File: config.mk
export PLATFORM = sky130hd
export DESIGN_NAME = tsv_column_selector
export DESIGN_NICKNAME = d
export VERILOG_FILES = /design/src/design/tsvcs_pkg.sv /design/src/design/tsvcs_field_ctl.sv /design/src/design/tsv_column_selector.sv
export SDC_FILE = /design/constraint.sdc
export NUM_CORES = 1
export LEC_CHECK = 0
export BUFFER_PORTS_ARGS = -buffer_cell sky130_fd_sc_hd__buf_2
export CORE_UTILIZATION = 55
export DETAILED_ROUTE_END_ITERATION = 12
export GPL_TIMING_DRIVEN = 0
export MAX_ROUTING_LAYER = met4
export PLACE_DENSITY_LB_ADDON = 0.15
export SYNTH_ARGS = -nofsm -noshare
export SYNTH_HDL_FRONTEND = slang
export SYNTH_SLANG_ARGS = --single-unit
export TNS_END_PERCENT = 5
File: constraint.sdc
create_clock -name clk -period 2.98 [get_ports clk]
set_input_delay 0.149 -clock clk [delete_from_list [all_inputs] [get_ports clk]]
set_output_delay 0.149 -clock clk [all_outputs]
set_load 0.01 [all_outputs]
File: src/design/tsvcs_pkg.sv
package tsvcs_pkg;

  localparam int unsigned MAX_FIELDS_DEF = 64;
  localparam int unsigned MASK_W         = 64;
  localparam int unsigned BYTE_W         = 8;

  localparam logic [BYTE_W-1:0] CH_TAB     = 8'd9;
  localparam logic [BYTE_W-1:0] CH_NEWLINE = 8'd10;
  localparam logic [BYTE_W-1:0] CH_HASH    = 8'd35;

  localparam logic [MASK_W-1:0] MASK_RESET = {MASK_W{1'b1}};

  // Decision for one byte: whether a byte is emitted, and which.
  typedef struct packed {
    logic              emit;
    logic [BYTE_W-1:0] data;
  } tsvcs_result_t;

endpackage

File: src/design/tsvcs_field_ctl.sv
module tsvcs_field_ctl import tsvcs_pkg::*; #(
  parameter int unsigned MAX_FIELDS = MAX_FIELDS_DEF
) (
  input  logic                clk,
  input  logic                rst_n,
  input  logic                step,
  input  logic [BYTE_W-1:0]   byte_in,
  input  logic [MASK_W-1:0]   mask,
  output tsvcs_result_t       result
);

  localparam int unsigned FNUM_W = $clog2(MAX_FIELDS + 1);
  localparam int unsigned IDX_W  = (MAX_FIELDS > 1) ? $clog2(MAX_FIELDS) : 1;
  localparam logic [FNUM_W-1:0] FNUM_MAX = FNUM_W'(MAX_FIELDS);

  logic [FNUM_W-1:0] field_num_r, field_num_nxt;
  logic              line_start_r, line_start_nxt;
  logic              comment_r, comment_nxt;
  logic              emitted_r, emitted_nxt;

  logic [MAX_FIELDS-1:0] sel_vec;
  logic [FNUM_W-1:0]     field_inc;
  logic                  sel_cur, sel_inc, sel_first, had_field;
  logic                  is_tab, is_nl, is_hash;

  assign sel_vec = mask[MAX_FIELDS-1:0];

  // Fields at or past MAX_FIELDS are never selected.
  function automatic logic field_sel(input logic [MAX_FIELDS-1:0] v,
                                     input logic [FNUM_W-1:0] f);
    logic [IDX_W-1:0] idx;
    idx = IDX_W'(f);
    return (f < FNUM_MAX) && v[idx];
  endfunction

  assign is_tab  = (byte_in == CH_TAB);
  assign is_nl   = (byte_in == CH_NEWLINE);
  assign is_hash = (byte_in == CH_HASH);

  assign field_inc = (field_num_r < FNUM_MAX) ? field_num_r + FNUM_W'(1) : field_num_r;
  assign sel_cur   = field_sel(sel_vec, field_num_r);
  assign sel_inc   = field_sel(sel_vec, field_inc);
  assign sel_first = field_sel(sel_vec, '0);
  assign had_field = emitted_r | (line_start_r & sel_first);

  always_comb begin
    field_num_nxt  = field_num_r;
    line_start_nxt = 1'b0;
    comment_nxt    = comment_r;
    emitted_nxt    = emitted_r;
    result.emit    = 1'b0;
    result.data    = byte_in;
    if (line_start_r && is_hash) begin
      comment_nxt = 1'b1;
    end else if (comment_r) begin
      if (is_nl) begin
        field_num_nxt  = '0;
        line_start_nxt = 1'b1;
        comment_nxt    = 1'b0;
        emitted_nxt    = 1'b0;
      end
    end else if (is_nl) begin
      field_num_nxt  = '0;
      line_start_nxt = 1'b1;
      emitted_nxt    = 1'b0;
      result.emit    = 1'b1;
      result.data    = CH_NEWLINE;
    end else if (is_tab) begin
      field_num_nxt = field_inc;
      emitted_nxt   = had_field | sel_inc;
      result.emit   = had_field & sel_inc;
      result.data   = CH_TAB;
    end else begin
      emitted_nxt = had_field;
      result.emit = sel_cur;
    end
  end

  always_ff @(posedge clk) begin
    if (!rst_n) begin
      field_num_r  <= '0;
      line_start_r <= 1'b1;
      comment_r    <= 1'b0;
      emitted_r    <= 1'b0;
    end else if (step) begin
      field_num_r  <= field_num_nxt;
      line_start_r <= line_start_nxt;
      comment_r    <= comment_nxt;
      emitted_r    <= emitted_nxt;
    end
  end

endmodule

File: src/design/tsv_column_selector.sv
// Path: an accepted byte is held in the input register, then whatever it produces is
// loaded into the output register and offered on out_*.
// Throughput: one byte per cycle while out_ready is high; a held output beat stalls the input register.
// Reset (rst_n, synchronous, active low): the select mask returns to all ones and
// the line tracker returns to the start of a line, field zero, outside any comment.
// No clearing pass is needed; the block takes beats from the first cycle after reset.
module tsv_column_selector import tsvcs_pkg::*; #(
  parameter int unsigned MAX_FIELDS = MAX_FIELDS_DEF
) (
  input  logic              clk,
  input  logic              rst_n,
  input  logic              in_valid,
  output logic              in_ready,
  input  logic [BYTE_W-1:0] in_byte,
  output logic              out_valid,
  input  logic              out_ready,
  output logic [BYTE_W-1:0] out_byte,
  input  logic              cfg_valid,
  output logic              cfg_ready,
  input  logic [MASK_W-1:0] cfg_select_mask
);

  // Select mask register. Software must write it only while the stream is idle;
  // the block does not enforce this. The register is always ready to take a beat.
  logic [MASK_W-1:0] mask_r;

  assign cfg_ready = 1'b1;

  always_ff @(posedge clk) begin
    if (!rst_n) begin
      mask_r <= MASK_RESET;
    end else if (cfg_valid) begin
      mask_r <= cfg_select_mask;
    end
  end

  // Input register. The held byte is processed once the output register can
  // take whatever it produces; bytes that produce nothing still need that
  // slot only for the cycle in which they pass, so the pipe keeps moving.
  logic              in_vld_r;
  logic [BYTE_W-1:0] in_byte_r;
  logic              out_vld_r;
  logic [BYTE_W-1:0] out_byte_r;
  logic              step;
  tsvcs_result_t     res;

  assign step     = in_vld_r && (!out_vld_r || out_ready);
  assign in_ready = !in_vld_r || step;

  always_ff @(posedge clk) begin
    if (!rst_n) begin
      in_vld_r <= 1'b0;
    end else if (in_ready) begin
      in_vld_r <= in_valid;
    end
  end

  always_ff @(posedge clk) begin
    if (in_ready && in_valid) begin
      in_byte_r <= in_byte;
    end
  end

  // Line and field tracking, plus the per-byte emit decision.
  tsvcs_field_ctl #(
    .MAX_FIELDS (MAX_FIELDS)
  ) u_field_ctl (
    .clk     (clk),
    .rst_n   (rst_n),
    .step    (step),
    .byte_in (in_byte_r),
    .mask    (mask_r),
    .result  (res)
  );

  // Output register. It is loaded whenever a byte is processed, valid only
  // when that byte produced something; otherwise it drains on out_ready.
  always_ff @(posedge clk) begin
    if (!rst_n) begin
      out_vld_r <= 1'b0;
    end else if (step) begin
      out_vld_r <= res.emit;
    end else if (out_ready) begin
      out_vld_r <= 1'b0;
    end
  end

  always_ff @(posedge clk) begin
    if (step && res.emit) begin
      out_byte_r <= res.data;
    end
  end

  assign out_valid = out_vld_r;
  assign out_byte  = out_byte_r;

endmodule

; Word level (Yosys, flattened, before mapping)
; Cells that the tools add are included.
[word_totals]
reg_bits = 92
input_bits = 77
output_inout_bits = 11
word_cells = 62
[classes]
add_sub_neg = 1
n_lt_le_gt_ge = 4
n_eq_ne = 4
n_mux = 25
bitwise = 5
reduce_logical = 14
[op_table]
columns = operator, n
row1 = 2-to-1 mux 7 bit, 5
row2 = 2-to-1 mux 9 bit, 3
row3 = equality test 8 x 4 -> 1 bit (second input constant), 2
row4 = < comparator 6 x 7 -> 1 bit (second input constant), 2
row5 = < comparator 7 bit (second input constant), 2
row6 = 2-to-1 mux 1 bit, 14
row7 = binary-select mux 1 bit (select 6 bit), 2
row8 = equality test 8 x 6 -> 1 bit (second input constant), 1
row9 = 2-to-1 mux 8 bit, 1
row10 = adder 7 x 1 -> 7 bit (second input constant), 1
row11 = logical AND 1 bit, 6
row12 = AND reduction 4 bit, 1
row13 = nonzero test 2 bit, 2
row14 = AND reduction 3 bit, 1
row15 = bitwise AND 1 bit, 2
row16 = zero test 1 bit, 2
row17 = logical OR 1 bit, 2
row18 = != test 2 bit (second input constant), 1
row19 = OR 1 bit, 2
row20 = NOT 1 bit, 1

; Logic depth before layout (Yosys ltp)
; Gate-level depths: netlist (run 1).
[logic_depth]
depth_word = 11
mapped_depth = 10
ltp_nobuf = 8

; Modules after synthesis
; From an unflattened synthesis (run 1), not the netlist that was laid out.
[unflattened]
hier_cells = 424
area_unflattened_um2 = 4739.5
[by_module_without_submodules]
columns = mod, n_inst, cells_per_inst, area_each_um2, seq_area_each_um2
row1 = tsv_column_selector, 1, 237, 2884.0, 1801.7
row2 = tsvcs_field_ctl, 1, 187, 1855.5, 200.2

; Worst setup path after synthesis (run 1)
; OpenSTA, ideal clock, no wires.
[synth_path]
path_type = register to register
from = register u_field_ctl.field_num_r[0]
to = register out_byte_r[0], in the netlist out_byte[0], enable pin
setup_time_ns = 0.300
arrival_ns = 2.448
required_ns = 2.680
setup_slack_ns = 0.232
stages_incl_launch_ff = 9
n_path_buf = 1
period_less_slack_ns = 2.748
cell_sequence = dfxtp_1 > ha_1 > buf_2 > mux4_2 > mux4_2 > mux2i_1 > a211oi_2 > o221ai_1 > nand2_1
[synth_between]
elab_chain_len = 11
word_cells_on_any_way = 16
classes_between = add/sub: 1 / order compare: 2 / mux: 9 / bitwise: 1 / reduce/logical: 3
[synth_lines]
columns = item, line_no
row1 = start: declaration, tsvcs_field_ctl.sv:16  ; logic [FNUM_W-1:0] field_num_r, field_num_nxt;
row2 = start signal: assignment, tsvcs_field_ctl.sv:86  ; field_num_r <= field_num_nxt;
row3 = adder 7 x 1 -> 7 bit / < comparator 7 bit (equally long branches), "tsvcs_field_ctl.sv:40, tsvcs_field_ctl.sv:33"
row4 = 2-to-1 mux 7 bit, tsvcs_field_ctl.sv:40  ; assign field_inc = (field_num_r < FNUM_MAX) ? field_num_r + FNUM_W'(1) : field_num_r;
row5 = binary-select mux 1 bit (select 6 bit), tsvcs_field_ctl.sv:33  ; return (f < FNUM_MAX) && v[idx];
row6 = 2-to-1 mux 1 bit (implied by the code), tsvcs_field_ctl.sv:33
row7 = logical AND 1 bit, tsvcs_field_ctl.sv:33
row8 = bitwise AND 1 bit, tsvcs_field_ctl.sv:71  ; result.emit = had_field & sel_inc;
row9 = 2-to-1 mux 1 bit *, tsvcs_field_ctl.sv:68  ; end else if (is_tab) begin
row10 = 2-to-1 mux 9 bit *, tsvcs_field_ctl.sv:62  ; end else if (is_nl) begin
row11 = 2-to-1 mux 9 bit *, tsvcs_field_ctl.sv:55  ; end else if (comment_r) begin
row12 = 2-to-1 mux 9 bit *, tsvcs_field_ctl.sv:53  ; if (line_start_r && is_hash) begin
row13 = logical AND 1 bit *, tsv_column_selector.sv:89  ; if (step && res.emit) begin
row14 = end signal: assignment, tsv_column_selector.sv:90  ; out_byte_r <= res.data;
row15 = end: declaration, tsv_column_selector.sv:43  ; logic [BYTE_W-1:0] out_byte_r;
; Every way passes the cells marked *; elsewhere a longest branch is shown, timed or not. The select of a mux whose other input is x is not followed.
; A chain may end at the register's enable or synchronous reset.

; Worst setup path in the final report (run 1)
[layout_path]
from = register u_field_ctl.field_num_r[0]
to = register out_byte_r[5], in the netlist out_byte[5], enable pin
; The elaborated chain is that of the path after synthesis.

==> impl_metrics.yaml, run 1 <==
power_and_ir_drop:
  p_sw_mw: 0.658
  internal-power_mw: 2.00
  power.density_nw_per_um2: 437
  p_leak_nw: 2.51
  switching_share_pct: 24.8
  pwr-share-seq_pct: 52.3
  p_comb_share_pct: 12.3
  peakVddDrop_mv: 0.287
  clkPwrFrac_pct: 35.4
  power_mw: 2.65
layout:
  layout_commonest_cell: "buf_2"
  nFillCells: 630
  nets: 659
  drive_gt1_share_pct: 27.6
  multi_input_area_um2: 2670
  layout_common_cells: "89 x buf_2, 76 x nand2_1, 76 x dfxtp_1"
  syn_to_final_growth_pct: 24.6
  ff_latch_area_um2: 2000
  num_antenna_cells: 0
timing:
  finalClockSkew_ns: 0.0132
  whs_ns: 0.00564
  post-route-period-util_pct: 96.4
  setup-violations-final: 0
  max_slew_margin_pct: 47.5
  fmax_mhz: 348
  drv_slew: 0
  hold_violations: 0
  rsz0062_at_grt: "no"
  finalCriticalPeriod_ns: 2.87
  worst_pin_slew_ns: 0.787
  setup_ws_ns: 0.106
  setup_tns_ns: 0
setup_path:
  worst-path-buf-inv: 1
  worstSetupEndpointType: "register"
  crit_type: "reg -> reg"
  crit_arrival_ns: 2.98
  critPathMaxFanout: 9
  crit_slowest_cell: "mux4_2"
  cp_top_family: "multiplexers"
  cp_slowest_stage_delay_ns: 0.53
  crit_top_cell: "mux4_2"
  cp.required_ns: 3.09
  path_cells: "ha_1, buf_4, mux4_2, mux4_2, mux2i_1, a211oi_2, o221ai_2, nand2_4"
  cp-start-kind: "register"
synthesis:
  syn-cell-area_um2: 4880
  synth_enable_flop_cells: 16
  ys_async_sr_fraction_pct: 0
  avgSynthCellArea_um2: 10.9
  ys.flop_type: "dfxtp_1"
  syn_inst: 447
  synth-seq-cells: 92
  ys_seq_area_share_pct: 41.0
  yosysWarnings: 0
  syn_nets: 525
  synth_cell_types: 56
detailed_routing:
  drt_iter0_markers: 247
  vias_per_cell: 5.78
  drc: 0
  drt-total-wl_um: 12100
  routedWlPerCell_um: 17.5
  dr.pass1.iters: 5
  ant_nets: 0
  vias: 3996
clocking:
  htree_levels: 3
  numCtsBuffers: 9
  clock_sinks: 92
  post_cts_buffers: 0
  cts-root-buf: "clkbuf_8"
  path_clk_slew_ns: 0.09
  cts_buffer_depth: 2
  clock_latency_ns: 0.37
  cts_tree: "built"
placed_design:
  io_buffers: 85
  pre_cts_slack_ns: -0.177
  hpwl_um: 8470
  place.gp.congestion: 0.863
floorplanning:
  die_h_um: 96.2
  die_area_um2: 9250
  ios: 88
  start_util_pct: 58.2
  rows: 33
  fp.dieW_um: 96.2
  core_um2: 8380
hold_path:
  hold_path.class: "in -> reg"
global_route:
  grt_first_pass_wirelength_um: 18900
  antenna_found_initial: 0
  grt_max_degree: 17
  gr-usage-all-layers_pct: 28.2
  grt-ovfl-total: 0
  first_global_vias: 3934
outcome:
  outcome: "completed"
job:
  cap_violations: 0
## layer usage
layer	up-vias	global-route usage [%]	routed length, um
met5	-	-	0
met4	0	9.20	208
met3	21	6.32	686
met2	150	48.2	6200
met1	1927	33.0	5010
li1	1898	-	-
## sequential cells by signal, summed over array words and instances, names as in the netlist
signal and cells:
u_field_ctl.emitted_r 1, out_byte 8, in_byte_r 8, u_field_ctl.field_num_r 7, u_field_ctl.line_start_r 1, out_valid 1, in_vld_r 1, u_field_ctl.comment_r 1
mask_r 64
## tightest hold or removal path, delay by kind of cell
family,cells,cell delay [ns]
buffers and inverters,1,0.08
multiplexers,1,0.06
AND/OR/NAND/NOR,1,0.06
## path summary, 6_finish.rpt
path	start	end	slack, ns	cells after the start
worst min register to register	u_field_ctl.line_start_r	u_field_ctl.line_start_r	0.50	2
worst min-delay path	cfg_select_mask[17]	mask_r[17]	0.006	3
worst max register to register	u_field_ctl.field_num_r[0]	out_byte[5]	0.11	8
worst max-delay path	u_field_ctl.field_num_r[0]	out_byte[5]	0.11	8
## power groups by stage
stage          registers (mW)  clock network [mW]  logic, mW
2_1_floorplan            1.40                   0      0.187
3_5_place_dp             1.42                   0      0.281
5_1_grt                  1.40               0.997      0.354
6_report                 1.39               0.940      0.325
4_1_cts                  1.39               0.943      0.319
3_3_place_gp             1.41                   0      0.270
## final cells by class
class | count | share of cell area [%]
tap | 105 | 2.16
timing repair buffer | 123 | 13.3
clock inverter | 7 | 1.61
clock buffer | 9 | 2.04
sequential | 92 | 33.0
multi-input combinational | 305 | 43.9
inverter | 7 | 0.433
buffer | 43 | 3.67
## synth_stat cells (all sizes together) (2+ instances only)
cell type / count / area (um2)
edfxtp: 16 / 480
buf: 19 / 121
or2: 2 / 12.5
nor3: 10 / 50.1
o221ai: 3 / 26.3
and3b: 3 / 26.3
a31oi: 5 / 31.3
nand3b: 2 / 15.0
xor2: 3 / 33.8
mux2i: 74 / 741
clkbuf: 24 / 90.1
o31a: 2 / 17.5
dfxtp: 76 / 1520
nand3: 4 / 20.0
o21bai: 2 / 15.0
mux4: 34 / 781
a21oi: 10 / 50.1
o21ai: 8 / 40.0
nand2b: 5 / 31.3
nand4b: 4 / 41.3
inv: 6 / 22.5
mux2: 3 / 37.5
and2: 2 / 12.5
nor3b: 3 / 22.5
nor2: 19 / 71.3
nor2b: 2 / 12.5
o211ai: 5 / 37.5
and3: 2 / 12.5
o2111ai: 2 / 17.5
xnor2: 4 / 42.6
nand2: 77 / 289
## metrics by stage
| step | util [%] | cells | cell area [um2] |
|---|---|---|---|
| 2_1_floorplan | - | 447 | 4880 |
| 3_3_place_gp | 64.8 | 637 | 5430 |
| 3_5_place_dp | 64.8 | 637 | 5430 |
| 4_1_cts | 71.8 | 687 | 6020 |
| 5_1_grt | 72.5 | 691 | 6070 |
| 6_report | 72.5 | 691 | 6070 |
## cells by family after synthesis
group | Yosys count | share of synthesized area (%)
muxes | 111 | 32.0
xor gates and xnor gates | 7 | 1.57
buffers and inverters | 50 | 4.87
AOI/OAI and AO/OA | 49 | 7.44
and+or+nand+nor | 136 | 12.8
adders and majority gates | 1 | 0.257
other | 1 | 0.0769
DFF | 92 | 41.0
## timing repair
action | 4_1_cts | 5_1_grt
hold buffers | 34 | 4
resized for setup | 5 | 5
pin swaps | 1 | 0
hold endpoints to repair | 34 | 4
setup endpoints to repair | 8 | 8
gates cloned | 0 | 0
Power figures use the tool's default switching activity.
==> run 2: changes to the inputs <==
Settings changed: PLACE_DENSITY_LB_ADDON 0.15 to 0.1.
==> run 2 against run 1 <==
Largest cell class unchanged. Routed wire length barely moved. Critical endpoint is now out_byte[3]. Critical path depth rose by 2. Utilization rose by 1.9 points. The flow now finishes with violations (hold timing). Maximum frequency rose by 1.6%.
==> impl_metrics.yaml, run 2 (synthesized netlist as in run 1, its figures left out) <==
timing:
  finalCriticalPeriod_ns: 2.83
  max_slew_margin_pct: 49.8
  fmax_mhz: 353
  hold_violations: 1
  drv_slew: 0
  post-route-period-util_pct: 94.9
  finalClockSkew_ns: 0.0132
  rsz0062_at_grt: "no"
  whs_ns: -0.00179
  setup-violations-final: 0
  worst_pin_slew_ns: 0.754
detailed_routing:
  ant_nets: 0
  routedWlPerCell_um: 17.0
  vias: 4010
  drc: 0
  drt-total-wl_um: 12100
  vias_per_cell: 5.65
  dr.pass1.iters: 4
  drt_iter0_markers: 308
setup_path:
  crit_type: "reg -> reg"
  crit_slowest_cell: "mux4_2"
  r2r-start: "u_field_ctl.field_num_r[0]"
  ff2ff_path_depth: 10
  r2r_end: "out_byte[3]"
  critPathMaxFanout: 10
  cp.required_ns: 3.10
  worst-path-buf-inv: 2
  cp_top_family: "multiplexers"
  cp-start-kind: "register"
  crit_arrival_ns: 2.95
  worstSetupEndpointType: "register"
  path_cells: "ha_1, buf_6, buf_4, mux4_2, mux2i_1, nor3_1, a31oi_1, a221oi_2, o221ai_2, nand2_4"
  r2r_setup_slack_ns: 0.15
  cp_slowest_stage_delay_ns: 0.51
clocking:
  cts-root-buf: "clkbuf_8"
  htree_levels: 3
  clock_sinks: 92
  cts_buffer_depth: 2
  path_clk_slew_ns: 0.10
  clock_latency_ns: 0.38
  numCtsBuffers: 9
  cts_tree: "built"
layout:
  top_register: "mask_r"
  layout_common_cells: "90 x buf_2, 76 x nand2_1, 76 x dfxtp_1"
  num_antenna_cells: 0
  nets: 678
  largest_register_ffs: 64
  drive_gt1_share_pct: 26.9
  stdcell_count: 710
  layout_commonest_cell: "buf_2"
  fin_area_um2: 6230
  syn_to_final_growth_pct: 27.8
floorplanning:
  die_h_um: 96.2
  ios: 88
  core_um2: 8380
  die_area_um2: 9250
  fp.dieW_um: 96.2
  start_util_pct: 58.2
  rows: 33
power_and_ir_drop:
  p_leak_nw: 2.58
  peakVddDrop_mv: 0.263
  power.density_nw_per_um2: 411
global_route:
  gr-usage-all-layers_pct: 28.6
  grt_first_pass_wirelength_um: 19100
  grt-ovfl-total: 0
  grt_max_degree: 19
  antenna_found_initial: 0
  first_global_vias: 3972
outcome:
  violations: "hold timing"
  outcome: "finished, violations left"
job:
  cap_violations: 0
placed_design:
  hpwl_um: 8380
  io_buffers: 85
  place_area_um2: 5430
  dp.cells: 637
  place.gp.congestion: 0.898
hold_path:
  hold_path.startpoint: "cfg_select_mask[26]"
  min_to: "mask_r[26]"
  hold_path.class: "in -> reg"
  holdPathStages: 3
run 2: per-layer routing:
layer  GRT usage, %  share of wire [%]  up-vias
met1           33.6                 43     1938
met3           5.61                4.6       26
met5              -                  0        -
li1               -                  -     1932
met4           11.1                2.1        0
met2           48.1                 51      114
run 2: how the worst max path moves through the flow:
stage / depth (start not counted) / endpoint / slack [ns] / from
after floorplan: 8 / out_byte[0] / 0.23 / u_field_ctl.field_num_r[0]
after global placement: 8 / out_byte[2] / -0.10 / u_field_ctl.field_num_r[0]
after detailed placement: 8 / out_byte[2] / -0.20 / u_field_ctl.field_num_r[0]
after CTS: 8 / out_byte[1] / 0.06 / u_field_ctl.field_num_r[0]
after global routing: 8 / out_byte[3] / 0.02 / u_field_ctl.field_num_r[0]
final: 10 / out_byte[3] / 0.15 / u_field_ctl.field_num_r[0]
run 2: repair_timing:
action	in CTS	in global routing
gates resized for setup	4	5
hold buffers	56	0
setup buffers	0	1
endpoints found under the hold margin	56	0
endpoints found under the setup margin	8	8
pin swaps	0	1
run 2: final cells by class:
cell class | instances | area (um2)
timing repair buffer | 142 | 993
inverter | 7 | 26.3
buffer | 43 | 220
clock inverter | 7 | 68.8
sequential | 92 | 2000
tap | 105 | 131
clock buffer | 9 | 124
multi-input combinational | 305 | 2670
fill | 611 | 2150
run 2: report_power, final:
part,internal (mW),switching (mW),total [mW]
combinational,0.200,0.141,0.341
sequential,1.33,0.0557,1.39
clock,0.327,0.504,0.830
total,1.86,0.700,2.56
run 2: tightest hold or removal path, stage by stage:
cell and delay [ns]:
buf_2 0.07, mux2i_1 0.05, nand2_1 0.06
run 2: stage by stage:
| stage | hold WS [ns] | worst slack (ns) | TNS, ns | util [%] | power (mW) |
|---|---|---|---|---|---|
| after floorplan | 0.248 | 0.232 | 0 | - | 1.58 |
| after global placement | 0.327 | -0.103 | -0.822 | 64.8 | 1.68 |
| after detailed placement | 0.327 | -0.198 | -1.58 | 64.8 | 1.70 |
| after CTS | 0.000265 | 0.0578 | 0 | 74.0 | 2.57 |
| after global routing | 0.00125 | 0.0151 | 0 | 74.3 | 2.66 |
| final | -0.00179 | 0.151 | 0 | 74.3 | 2.56 |
